## src/rtl/hrx_pkg.sv

```systemverilog
// Shared types and constants for the Huffman/RLE/row-XOR image decoder.
`default_nettype none

package hrx_pkg;

  localparam int unsigned MaxWidth   = 512;
  localparam int unsigned MaxHeight  = 1024;
  localparam int unsigned TreeSize   = 256;
  localparam int unsigned PixPerWord = 16;

  localparam int unsigned TreeAddrW = $clog2(TreeSize);
  localparam int unsigned ColW      = $clog2(MaxWidth);
  localparam int unsigned WidthW    = 10;
  localparam int unsigned HeightW   = 11;
  localparam int unsigned RepsW     = 7;
  localparam int unsigned CfgIdxW   = 2;
  localparam int unsigned CfgDataW  = 16;

  localparam logic [7:0] RunBase  = 8'h90;
  localparam logic [7:0] LeafMark = 8'h80;

  typedef enum logic [1:0] {
    OP_LOAD  = 2'd0,
    OP_START = 2'd1,
    OP_DATA  = 2'd2,
    OP_NONE  = 2'd3
  } hrx_op_e;

  typedef enum logic [CfgIdxW-1:0] {
    REG_WIDTH  = 2'd0,
    REG_HEIGHT = 2'd1,
    REG_RSVD2  = 2'd2,
    REG_RSVD3  = 2'd3
  } hrx_reg_e;

  typedef struct packed {
    logic [1:0] opcode;
    logic [7:0] tree_address;
    logic [7:0] data_byte;
  } hrx_in_t;

  typedef struct packed {
    logic [63:0] pixel_word;
    logic [4:0]  pixel_count;
    logic        image_done;
    logic        last_of_item;
  } hrx_out_t;

  typedef struct packed {
    logic push;
    logic flush;
  } hrx_ob_ctrl_t;

  typedef struct packed {
    logic pend_valid;
    logic out_free;
  } hrx_ob_stat_t;

endpackage

`default_nettype wire

```

## src/rtl/hrx_ram.sv

```systemverilog
// Generic single-write, single-read synchronous RAM, registered read data.
`default_nettype none

module hrx_ram #(
  parameter int unsigned Depth = 256,
  parameter int unsigned Width = 8,
  localparam int unsigned AddrW = $clog2(Depth)
) (
  input  wire logic             clk_i,
  input  wire logic             we_i,
  input  wire logic [AddrW-1:0] waddr_i,
  input  wire logic [Width-1:0] wdata_i,
  input  wire logic [AddrW-1:0] raddr_i,
  output logic      [Width-1:0] rdata_o
);

  logic [Width-1:0] mem_q [Depth];

  always_ff @(posedge clk_i) begin
    if (we_i) begin
      mem_q[waddr_i] <= wdata_i;
    end
  end

  always_ff @(posedge clk_i) begin
    rdata_o <= mem_q[raddr_i];
  end

endmodule

`default_nettype wire

```

## src/rtl/hrx_out_buf.sv

```systemverilog
// Result holding stage: one pending word plus the output register.
`default_nettype none

module hrx_out_buf (
  input  wire logic              clk_i,
  input  wire logic              rst_ni,
  input  wire hrx_pkg::hrx_ob_ctrl_t ctrl_i,
  input  wire hrx_pkg::hrx_out_t res_i,
  output hrx_pkg::hrx_ob_stat_t  stat_o,
  output logic                   out_valid_o,
  input  wire logic              out_ready_i,
  output hrx_pkg::hrx_out_t      out_data_o
);

  logic              pend_valid_q, pend_valid_d;
  hrx_pkg::hrx_out_t pend_q, pend_d;
  logic              out_valid_q, out_valid_d;
  hrx_pkg::hrx_out_t out_q, out_d;
  logic              out_free;

  // pending word is held back until we know whether it ends the item
  assign out_free = !out_valid_q || out_ready_i;

  always_comb begin
    pend_valid_d = pend_valid_q;
    pend_d       = pend_q;
    out_valid_d  = out_valid_q && !out_ready_i;
    out_d        = out_q;
    if (ctrl_i.push) begin
      if (pend_valid_q) begin
        out_valid_d        = 1'b1;
        out_d              = pend_q;
        out_d.last_of_item = 1'b0;
      end
      pend_valid_d        = 1'b1;
      pend_d              = res_i;
      pend_d.last_of_item = 1'b0;
    end else if (ctrl_i.flush && pend_valid_q) begin
      out_valid_d        = 1'b1;
      out_d              = pend_q;
      out_d.last_of_item = 1'b1;
      pend_valid_d       = 1'b0;
    end
  end

  always_ff @(posedge clk_i or negedge rst_ni) begin
    if (!rst_ni) begin
      pend_valid_q <= 1'b0;
      out_valid_q  <= 1'b0;
    end else begin
      pend_valid_q <= pend_valid_d;
      out_valid_q  <= out_valid_d;
    end
  end

  always_ff @(posedge clk_i) begin
    pend_q <= pend_d;
    out_q  <= out_d;
  end

  assign stat_o.pend_valid = pend_valid_q;
  assign stat_o.out_free   = out_free;
  assign out_valid_o       = out_valid_q;
  assign out_data_o        = out_q;

endmodule

`default_nettype wire

```

## src/rtl/huffman_rle_xor_row_decoder_top.sv

```systemverilog
// Top level: tree walker, run expander and row-XOR line store control.
// A data byte is accepted in S_IDLE, then walks S_TREE_RD and S_TREE_EV per
//   tree bit and S_PIX_RD and S_PIX_WR per pixel before S_DONE, stretched by
//   output back-pressure. A tree load is written on accept; an image start runs
//   a 512-entry line store clearing pass (tree and line RAM reads are sync).
// After reset (rst_ni async, active low) the same clearing pass runs first.
`default_nettype none

module huffman_rle_xor_row_decoder_top (
  input  wire logic                          clk_i,
  input  wire logic                          rst_ni,
  input  wire logic                          in_valid_i,
  output logic                               in_ready_o,
  input  wire hrx_pkg::hrx_in_t              in_data_i,
  output logic                               out_valid_o,
  input  wire logic                          out_ready_i,
  output hrx_pkg::hrx_out_t                  out_data_o,
  input  wire logic                          cfg_valid_i,
  output logic                               cfg_ready_o,
  input  wire logic [hrx_pkg::CfgIdxW-1:0]   cfg_index_i,
  input  wire logic [hrx_pkg::CfgDataW-1:0]  cfg_data_i
);

  typedef enum logic [6:0] {
    S_CLEAR   = 7'b0000001,
    S_IDLE    = 7'b0000010,
    S_TREE_RD = 7'b0000100,
    S_TREE_EV = 7'b0001000,
    S_PIX_RD  = 7'b0010000,
    S_PIX_WR  = 7'b0100000,
    S_DONE    = 7'b1000000
  } state_e;

  state_e state_q, state_d;

  logic [hrx_pkg::WidthW-1:0]  cfg_width_q;
  logic [hrx_pkg::HeightW-1:0] cfg_height_q;
  logic [hrx_pkg::WidthW-1:0]  eff_w;
  logic [hrx_pkg::HeightW-1:0] eff_h;

  logic [7:0]                  byte_q, byte_d;
  logic [2:0]                  bit_idx_q, bit_idx_d;
  logic [6:0]                  node_q, node_d;
  logic [3:0]                  colour_q, colour_d;
  logic [hrx_pkg::ColW-1:0]    col_q, col_d;
  logic [hrx_pkg::HeightW-1:0] row_q, row_d;
  logic [63:0]                 pack_word_q, pack_word_d;
  logic [4:0]                  pack_fill_q, pack_fill_d;
  logic                        finished_q, finished_d;
  logic [hrx_pkg::RepsW-1:0]   reps_q, reps_d;
  logic [hrx_pkg::ColW-1:0]    clr_addr_q, clr_addr_d;

  logic                              in_acc;
  hrx_pkg::hrx_op_e                  in_op;
  logic                              tree_we;
  logic [hrx_pkg::TreeAddrW-1:0]     tree_raddr;
  logic [7:0]                        tree_rdata_w;
  logic [7:0]                        leaf;
  logic                              line_we;
  logic [hrx_pkg::ColW-1:0]          line_waddr;
  logic [3:0]                        line_wdata;
  logic [3:0]                        line_rdata;

  logic [3:0]                  pix_v;
  logic [4:0]                  fill_inc;
  logic [hrx_pkg::WidthW-1:0]  col_inc;
  logic [hrx_pkg::HeightW-1:0] row_inc;
  logic                        row_end;
  logic                        fin_new;
  logic                        emit;
  logic [63:0]                 word_new;
  logic [7:0]                  run_len;
  logic                        pix_go;

  hrx_pkg::hrx_ob_ctrl_t ob_ctrl;
  hrx_pkg::hrx_ob_stat_t ob_stat;
  hrx_pkg::hrx_out_t     res;

  // ---------------- configuration ----------------
  assign cfg_ready_o = 1'b1;

  always_ff @(posedge clk_i or negedge rst_ni) begin
    if (!rst_ni) begin
      cfg_width_q  <= hrx_pkg::WidthW'(480);
      cfg_height_q <= hrx_pkg::HeightW'(300);
    end else if (cfg_valid_i) begin
      unique case (hrx_pkg::hrx_reg_e'(cfg_index_i))
        hrx_pkg::REG_WIDTH:  cfg_width_q  <= cfg_data_i[hrx_pkg::WidthW-1:0];
        hrx_pkg::REG_HEIGHT: cfg_height_q <= cfg_data_i[hrx_pkg::HeightW-1:0];
        default: ;
      endcase
    end
  end

  always_comb begin
    if (cfg_width_q == '0) begin
      eff_w = hrx_pkg::WidthW'(1);
    end else if (cfg_width_q > hrx_pkg::WidthW'(hrx_pkg::MaxWidth)) begin
      eff_w = hrx_pkg::WidthW'(hrx_pkg::MaxWidth);
    end else begin
      eff_w = cfg_width_q;
    end
    if (cfg_height_q == '0) begin
      eff_h = hrx_pkg::HeightW'(1);
    end else if (cfg_height_q > hrx_pkg::HeightW'(hrx_pkg::MaxHeight)) begin
      eff_h = hrx_pkg::HeightW'(hrx_pkg::MaxHeight);
    end else begin
      eff_h = cfg_height_q;
    end
  end

  // ---------------- memories ----------------
  assign in_ready_o = (state_q == S_IDLE);
  assign in_acc     = in_valid_i && in_ready_o;
  assign in_op      = hrx_pkg::hrx_op_e'(in_data_i.opcode);
  assign tree_we    = in_acc && (in_op == hrx_pkg::OP_LOAD);
  assign tree_raddr = {node_q, byte_q[bit_idx_q]};
  assign leaf       = tree_rdata_w;

  hrx_ram #(
    .Depth (hrx_pkg::TreeSize),
    .Width (8)
  ) u_tree_ram (
    .clk_i   (clk_i),
    .we_i    (tree_we),
    .waddr_i (in_data_i.tree_address),
    .wdata_i (in_data_i.data_byte),
    .raddr_i (tree_raddr),
    .rdata_o (tree_rdata_w)
  );

  hrx_ram #(
    .Depth (hrx_pkg::MaxWidth),
    .Width (4)
  ) u_line_ram (
    .clk_i   (clk_i),
    .we_i    (line_we),
    .waddr_i (line_waddr),
    .wdata_i (line_wdata),
    .raddr_i (col_q),
    .rdata_o (line_rdata)
  );

  // ---------------- pixel datapath ----------------
  assign pix_v    = line_rdata ^ colour_q;
  assign fill_inc = pack_fill_q + 5'd1;
  assign col_inc  = {1'b0, col_q} + hrx_pkg::WidthW'(1);
  assign row_inc  = row_q + hrx_pkg::HeightW'(1);
  assign row_end  = (col_inc >= eff_w);
  assign fin_new  = row_end && (row_inc >= eff_h);
  assign emit     = fin_new || (fill_inc == 5'(hrx_pkg::PixPerWord));
  assign word_new = pack_word_q | (64'(pix_v) << {pack_fill_q[3:0], 2'b00});
  assign run_len  = leaf - (hrx_pkg::RunBase - 8'd1);
  // stall a pixel only when its word would displace an unsent pending word
  assign pix_go   = (state_q == S_PIX_WR) &&
                    !(emit && ob_stat.pend_valid && !ob_stat.out_free);

  assign line_we    = (state_q == S_CLEAR) || pix_go;
  assign line_waddr = (state_q == S_CLEAR) ? clr_addr_q : col_q;
  assign line_wdata = (state_q == S_CLEAR) ? 4'd0 : pix_v;

  assign res.pixel_word   = word_new;
  assign res.pixel_count  = fill_inc;
  assign res.image_done   = fin_new;
  assign res.last_of_item = 1'b0;

  // ---------------- control ----------------
  always_comb begin
    state_d       = state_q;
    byte_d        = byte_q;
    bit_idx_d     = bit_idx_q;
    node_d        = node_q;
    colour_d      = colour_q;
    col_d         = col_q;
    row_d         = row_q;
    pack_word_d   = pack_word_q;
    pack_fill_d   = pack_fill_q;
    finished_d    = finished_q;
    reps_d        = reps_q;
    clr_addr_d    = clr_addr_q;
    ob_ctrl.push  = 1'b0;
    ob_ctrl.flush = 1'b0;

    unique case (state_q)
      S_CLEAR: begin
        clr_addr_d = clr_addr_q + hrx_pkg::ColW'(1);
        if (clr_addr_q == hrx_pkg::ColW'(hrx_pkg::MaxWidth - 1)) begin
          state_d = S_IDLE;
        end
      end
      S_IDLE: begin
        if (in_acc) begin
          if (in_op == hrx_pkg::OP_START) begin
            node_d      = '0;
            colour_d    = '0;
            col_d       = '0;
            row_d       = '0;
            pack_word_d = '0;
            pack_fill_d = '0;
            finished_d  = 1'b0;
            clr_addr_d  = '0;
            state_d     = S_CLEAR;
          end else if (in_op == hrx_pkg::OP_DATA && !finished_q) begin
            byte_d    = in_data_i.data_byte;
            bit_idx_d = 3'd7;
            state_d   = S_TREE_RD;
          end
        end
      end
      S_TREE_RD: begin
        state_d = S_TREE_EV;
      end
      S_TREE_EV: begin
        if (leaf < hrx_pkg::LeafMark) begin
          node_d = leaf[6:0];
          if (bit_idx_q == 3'd0) begin
            state_d = S_DONE;
          end else begin
            bit_idx_d = bit_idx_q - 3'd1;
            state_d   = S_TREE_RD;
          end
        end else begin
          node_d = '0;
          if (leaf >= hrx_pkg::RunBase) begin
            reps_d = run_len[hrx_pkg::RepsW-1:0];
          end else begin
            colour_d = leaf[3:0];
            reps_d   = hrx_pkg::RepsW'(1);
          end
          state_d = S_PIX_RD;
        end
      end
      S_PIX_RD: begin
        state_d = S_PIX_WR;
      end
      S_PIX_WR: begin
        if (pix_go) begin
          if (row_end) begin
            col_d = '0;
            row_d = row_inc;
          end else begin
            col_d = col_inc[hrx_pkg::ColW-1:0];
          end
          finished_d = fin_new;
          if (emit) begin
            ob_ctrl.push = 1'b1;
            pack_word_d  = '0;
            pack_fill_d  = '0;
          end else begin
            pack_word_d = word_new;
            pack_fill_d = fill_inc;
          end
          reps_d = reps_q - hrx_pkg::RepsW'(1);
          if (fin_new) begin
            state_d = S_DONE;
          end else if (reps_q != hrx_pkg::RepsW'(1)) begin
            state_d = S_PIX_RD;
          end else if (bit_idx_q == 3'd0) begin
            state_d = S_DONE;
          end else begin
            bit_idx_d = bit_idx_q - 3'd1;
            state_d   = S_TREE_RD;
          end
        end
      end
      S_DONE: begin
        if (!ob_stat.pend_valid || ob_stat.out_free) begin
          ob_ctrl.flush = 1'b1;
          state_d       = S_IDLE;
        end
      end
      default: begin
        state_d = S_IDLE;
      end
    endcase
  end

  always_ff @(posedge clk_i or negedge rst_ni) begin
    if (!rst_ni) begin
      state_q     <= S_CLEAR;
      clr_addr_q  <= '0;
      node_q      <= '0;
      colour_q    <= '0;
      col_q       <= '0;
      row_q       <= '0;
      pack_word_q <= '0;
      pack_fill_q <= '0;
      finished_q  <= 1'b0;
    end else begin
      state_q     <= state_d;
      clr_addr_q  <= clr_addr_d;
      node_q      <= node_d;
      colour_q    <= colour_d;
      col_q       <= col_d;
      row_q       <= row_d;
      pack_word_q <= pack_word_d;
      pack_fill_q <= pack_fill_d;
      finished_q  <= finished_d;
    end
  end

  always_ff @(posedge clk_i) begin
    byte_q    <= byte_d;
    bit_idx_q <= bit_idx_d;
    reps_q    <= reps_d;
  end

  hrx_out_buf u_out_buf (
    .clk_i       (clk_i),
    .rst_ni      (rst_ni),
    .ctrl_i      (ob_ctrl),
    .res_i       (res),
    .stat_o      (ob_stat),
    .out_valid_o (out_valid_o),
    .out_ready_i (out_ready_i),
    .out_data_o  (out_data_o)
  );

  // ---------------- assertions ----------------
  a_idle_no_pending: assert property (@(posedge clk_i) disable iff (!rst_ni)
    in_ready_o |-> !ob_stat.pend_valid)
    else $error("pending result left over at item boundary");

  a_count_range: assert property (@(posedge clk_i) disable iff (!rst_ni)
    out_valid_o |-> (out_data_o.pixel_count != 5'd0) &&
                    (out_data_o.pixel_count <= 5'(hrx_pkg::PixPerWord)))
    else $error("pixel_count out of range");

  a_finish_ends_item: assert property (@(posedge clk_i) disable iff (!rst_ni)
    $rose(finished_q) |-> (state_q == S_DONE))
    else $error("decoding continued past image end");

  a_no_line_write_idle: assert property (@(posedge clk_i) disable iff (!rst_ni)
    (state_q == S_IDLE) |-> !line_we)
    else $error("line store written while idle");

endmodule

`default_nettype wire

```

## config.mk

```make
export PLATFORM = sky130hd
export DESIGN_NAME = huffman_rle_xor_row_decoder_top
export DESIGN_NICKNAME = d
export VERILOG_FILES = /design/src/rtl/hrx_pkg.sv /design/src/rtl/hrx_ram.sv /design/src/rtl/hrx_out_buf.sv /design/src/rtl/huffman_rle_xor_row_decoder_top.sv
export SDC_FILE = /design/constraint.sdc
export NUM_CORES = 2
export LEC_CHECK = 0
export BUFFER_PORTS_ARGS = -buffer_cell sky130_fd_sc_hd__buf_4
export CORE_MARGIN = 1
export CORE_UTILIZATION = 60
export DETAILED_ROUTE_END_ITERATION = 6
export HOLD_SLACK_MARGIN = 0.06
export PLACE_DENSITY_LB_ADDON = 0.2
export SKIP_LAST_GASP = 1
export SLEW_MARGIN = 30
export SYNTH_ARGS = -nofsm -noshare
export SYNTH_HDL_FRONTEND = slang
export SYNTH_SLANG_ARGS = --single-unit
```

## constraint.sdc

```tcl
create_clock -name clk_i -period 30.7 [get_ports clk_i]
set_input_delay 1.535 -clock clk_i [delete_from_list [all_inputs] [get_ports clk_i]]
set_output_delay 1.535 -clock clk_i [all_outputs]
set_load 0.05 [all_outputs]
```

==> metrics.yaml <==
drt-total-wl_um: 421800
track_usage_pct: 28.55
synth_top_area_cell: "edfxtp_1"
async_flop_share_pct: 3.177
p_seq_share_pct: 49.8
vias_per_cell: 6.563
nNetsFinal: 10550
comb_power_share_pct: 13.6
design.core.area_um2: 288600
synth_top_area_share_pct: 73.28
fin_tns_setup_ps: 0
ir_worst_vdd_mv: 0.09398
maxCapViolations: 0
dieArea_um2: 292800
start_kind: "register"
ys_warn_count: 0
cts_tree: "built"
stdcell_count: 14720
grt_max_degree: 261
clock_latency_ps: 970
layout-drive-gt1-share_pct: 14.12
setup_viol: 0
hpwl_um: 250800
max_slew_margin_pct: 27.71
syn_nets: 10490
synthTopCellsByArea: "edfxtp_1 (73%), mux4_2 (6.3%), mux2i_1 (4.4%), nand2_1 (2.4%), dfrtp_1 (1.9%)"
p_clk_share_pct: 36.6
drt-wirelength-per-cell_um: 28.65
fill_cells: 18600
globalRouteOverflowTotal: 0
synth_top_family_by_area: "multiplexers"
holdPathStages: 0
critPathRequiredTime_ps: 31490
clockBufferDepth: 4
synth.cell_area_um2: 174400
crit_arrival_ps: 7500
reg2reg_slack_ps: 23990
violations: "DRC"
dr.pass1.iters: 7
hold_path_end: "u_out_buf.out_data_o[49]"
switching_share_pct: 26.78
cts_buffers: 430
synth_mux_area_share_pct: 10.87
fin_area_um2: 193600
synth.most_common_cell: "edfxtp_1"
antenna_found_initial: 12
cts_setup_buffers: 0
antenna_left: 0
p_sw_uw: 3840
portBuffers: 108
synthAdderAreaFrac_pct: 0.2296
syn_area_per_cell_um2: 16.73
start_util_pct: 60.41
hold_viol: 0
ys_ff_latch: 4407
die_w_um: 541.1
finalWeightedCongestion: 0.8672
ctsResizeCount: 0
reg2reg_to: "u_tree_ram.rdata_o[1]"
end_kind: "register"
grt_pass1_wl_um: 621100
yosys.cell_types.count: 74
ys.flop_type: "edfxtp_1"
finalCriticalPeriod_ps: 6710
hold_buffers: 0
vias: 96610
dp.cells: 13920
path_clk_slew_ps: 60
htreeDepth: 5
seq_area_frac_synth_pct: 75.43
rsz0062_at_grt: "no"
p_leak_uw: 0.06194
hp-class: "reg2reg"
fmax_mhz: 149.0
power.density_nw_per_um2: 74.08
area_growth_pct: 11.02
first_iter_violations: 11490
synth-compound-area-share_pct: 5.517
fp-row-count: 197
dp_slack_ps: 23940
yosys.area_share.simple_pct: 6.152
yosys-top-cells-count: "edfxtp_1 (4255), nand2_1 (1099), mux2i_1 (770), nor2_1 (704), a21oi_1 (524)"
critical_path_class: "reg2reg"
path_max_fanout: 75
worstHoldStart: "u_out_buf.pend_q[49]"
synth_xor_area_share_pct: 0.1557
synth_edf_count: 4255
finalMaxSlewViolations: 0
total_power_uw: 14340
clockRootBuffer: "clkbuf_16"
fin_skew_ps: 61.07
synthCells: 10420
die_h_um: 541.1
status: "complete, but fails checks"
worstMarginPinSlew_ps: 1083
remaining_drc_errors: 1
grt_pass1_vias: 95500
r2r_cells: 11
regToRegStartpoint: "bit_idx_q[0]"
placed_cell_area_um2: 179200
numClockSinks: 4407
p_int_uw: 10500
final.setup.worst_slack_ps: 23990
pin_count: 115
min_period_over_period_pct: 21.86
placed cells by master, fill, tap and decap left out, types with 68 or more instances in the layout:
cell,count
clkbuf_16,437
a21oi_1,522
a22o_1,78
nor3_1,212
mux4_2,487
nand2_1,1096
dfrtp_1,125
o221ai_1,158
nor2_1,694
a21o_1,76
nor4_1,165
edfxtp_1,4255
clkinv_2,91
clkbuf_1,89
buf_4,244
o21ai_0,148
mux2i_1,769
o22ai_1,253
and3_1,75
clkinv_1,68
nand3_1,69
flip-flops by register name, indices dropped and copies added (netlist names), 9 cells and up:
signal and flops:
clr_addr_q 9, cfg_width_q 10, u_line_ram.mem_q 2048, row_q 11, u_out_buf.out_data_o 71, u_out_buf.pend_q 70, pack_word_q 64, u_tree_ram.mem_q 2048
col_q 9, cfg_height_q 11
cell families (layout without fill, tap and decap cells):
| group | Yosys count | count (layout) |
|---|---|---|
| flip-flops | 4407 | 4407 |
| AND/OR/NAND/NOR | 2485 | 2485 |
| AO/OA/AOI/OAI | 1495 | 1495 |
| multiplexers | 1281 | 1281 |
| buffers and inverters | 688 | 1101 |
| adder cells (fa/ha/maj) | 32 | 32 |
| XOR/XNOR | 31 | 31 |
| other | 1 | 8 |
layout make-up:
type                       instances  area, µm²  area share, %
multi-input combinational       5325      40390          20.86
tap                             3880       4855          2.508
clock buffer                     541      11480          5.928
timing repair buffer             289       2559          1.322
clock inverter                   247       2648          1.368
antenna                            7      17.52       0.009049
inverter                          24      95.09        0.04912
sequential                      4407     131500          67.95
routing by layer:
metal	GRT usage, %	part of all wire, %	up-vias
met5	0	0.025	-
met1	39.18	38	49220
met2	46.56	49	5222
li1	-	-	41280
met4	11.67	4.4	14
met3	4.101	8.9	872
per-stage QoR:
stage	utilization (%)	hold slack, ps
after global routing	67.06	414.3
after CTS	66.97	388.9
after detailed placement	62.08	404.5
after floorplan	-	400.3
after global placement	62.05	403.5
final	67.07	401.1
power groups by stage:
stage | clock [µW] | combinational [µW] | sequential [µW]
after floorplan | 0 | 1060 | 7510
after global placement | 0 | 1830 | 7260
after detailed placement | 0 | 1900 | 7270
after CTS | 5290 | 1910 | 7140
after global routing | 5510 | 2050 | 7140
final | 5250 | 1950 | 7140
worst max-delay path, stage by stage, from the launching register on:
cell,delay [ps]
edfxtp_1,490
mux4_2,440
mux2_8,670
buf_4,690
buf_4,750
buf_4,660
mux2i_1,240
o21ai_0,230
a22oi_1,660
o311ai_0,510
nor4_2,840
nand4_1,190
worst max path at each step:
stage	depth (start not counted)	endpoint	slack, ps	startpoint
2_1_floorplan	7	u_line_ram.mem_q[0][0]	14960	state_q[2]
4_1_cts	11	u_tree_ram.rdata_o[0]	23940	bit_idx_q[0]
6_report	11	u_tree_ram.rdata_o[1]	23990	bit_idx_q[0]
3_5_place_dp	11	u_tree_ram.rdata_o[0]	23940	bit_idx_q[0]
5_1_grt	16	u_line_ram.mem_q[377][1]	23830	col_q[4]
3_3_place_gp	11	u_tree_ram.rdata_o[1]	24030	bit_idx_q[0]
No activity file was read; power rests on OpenSTA's default activity.
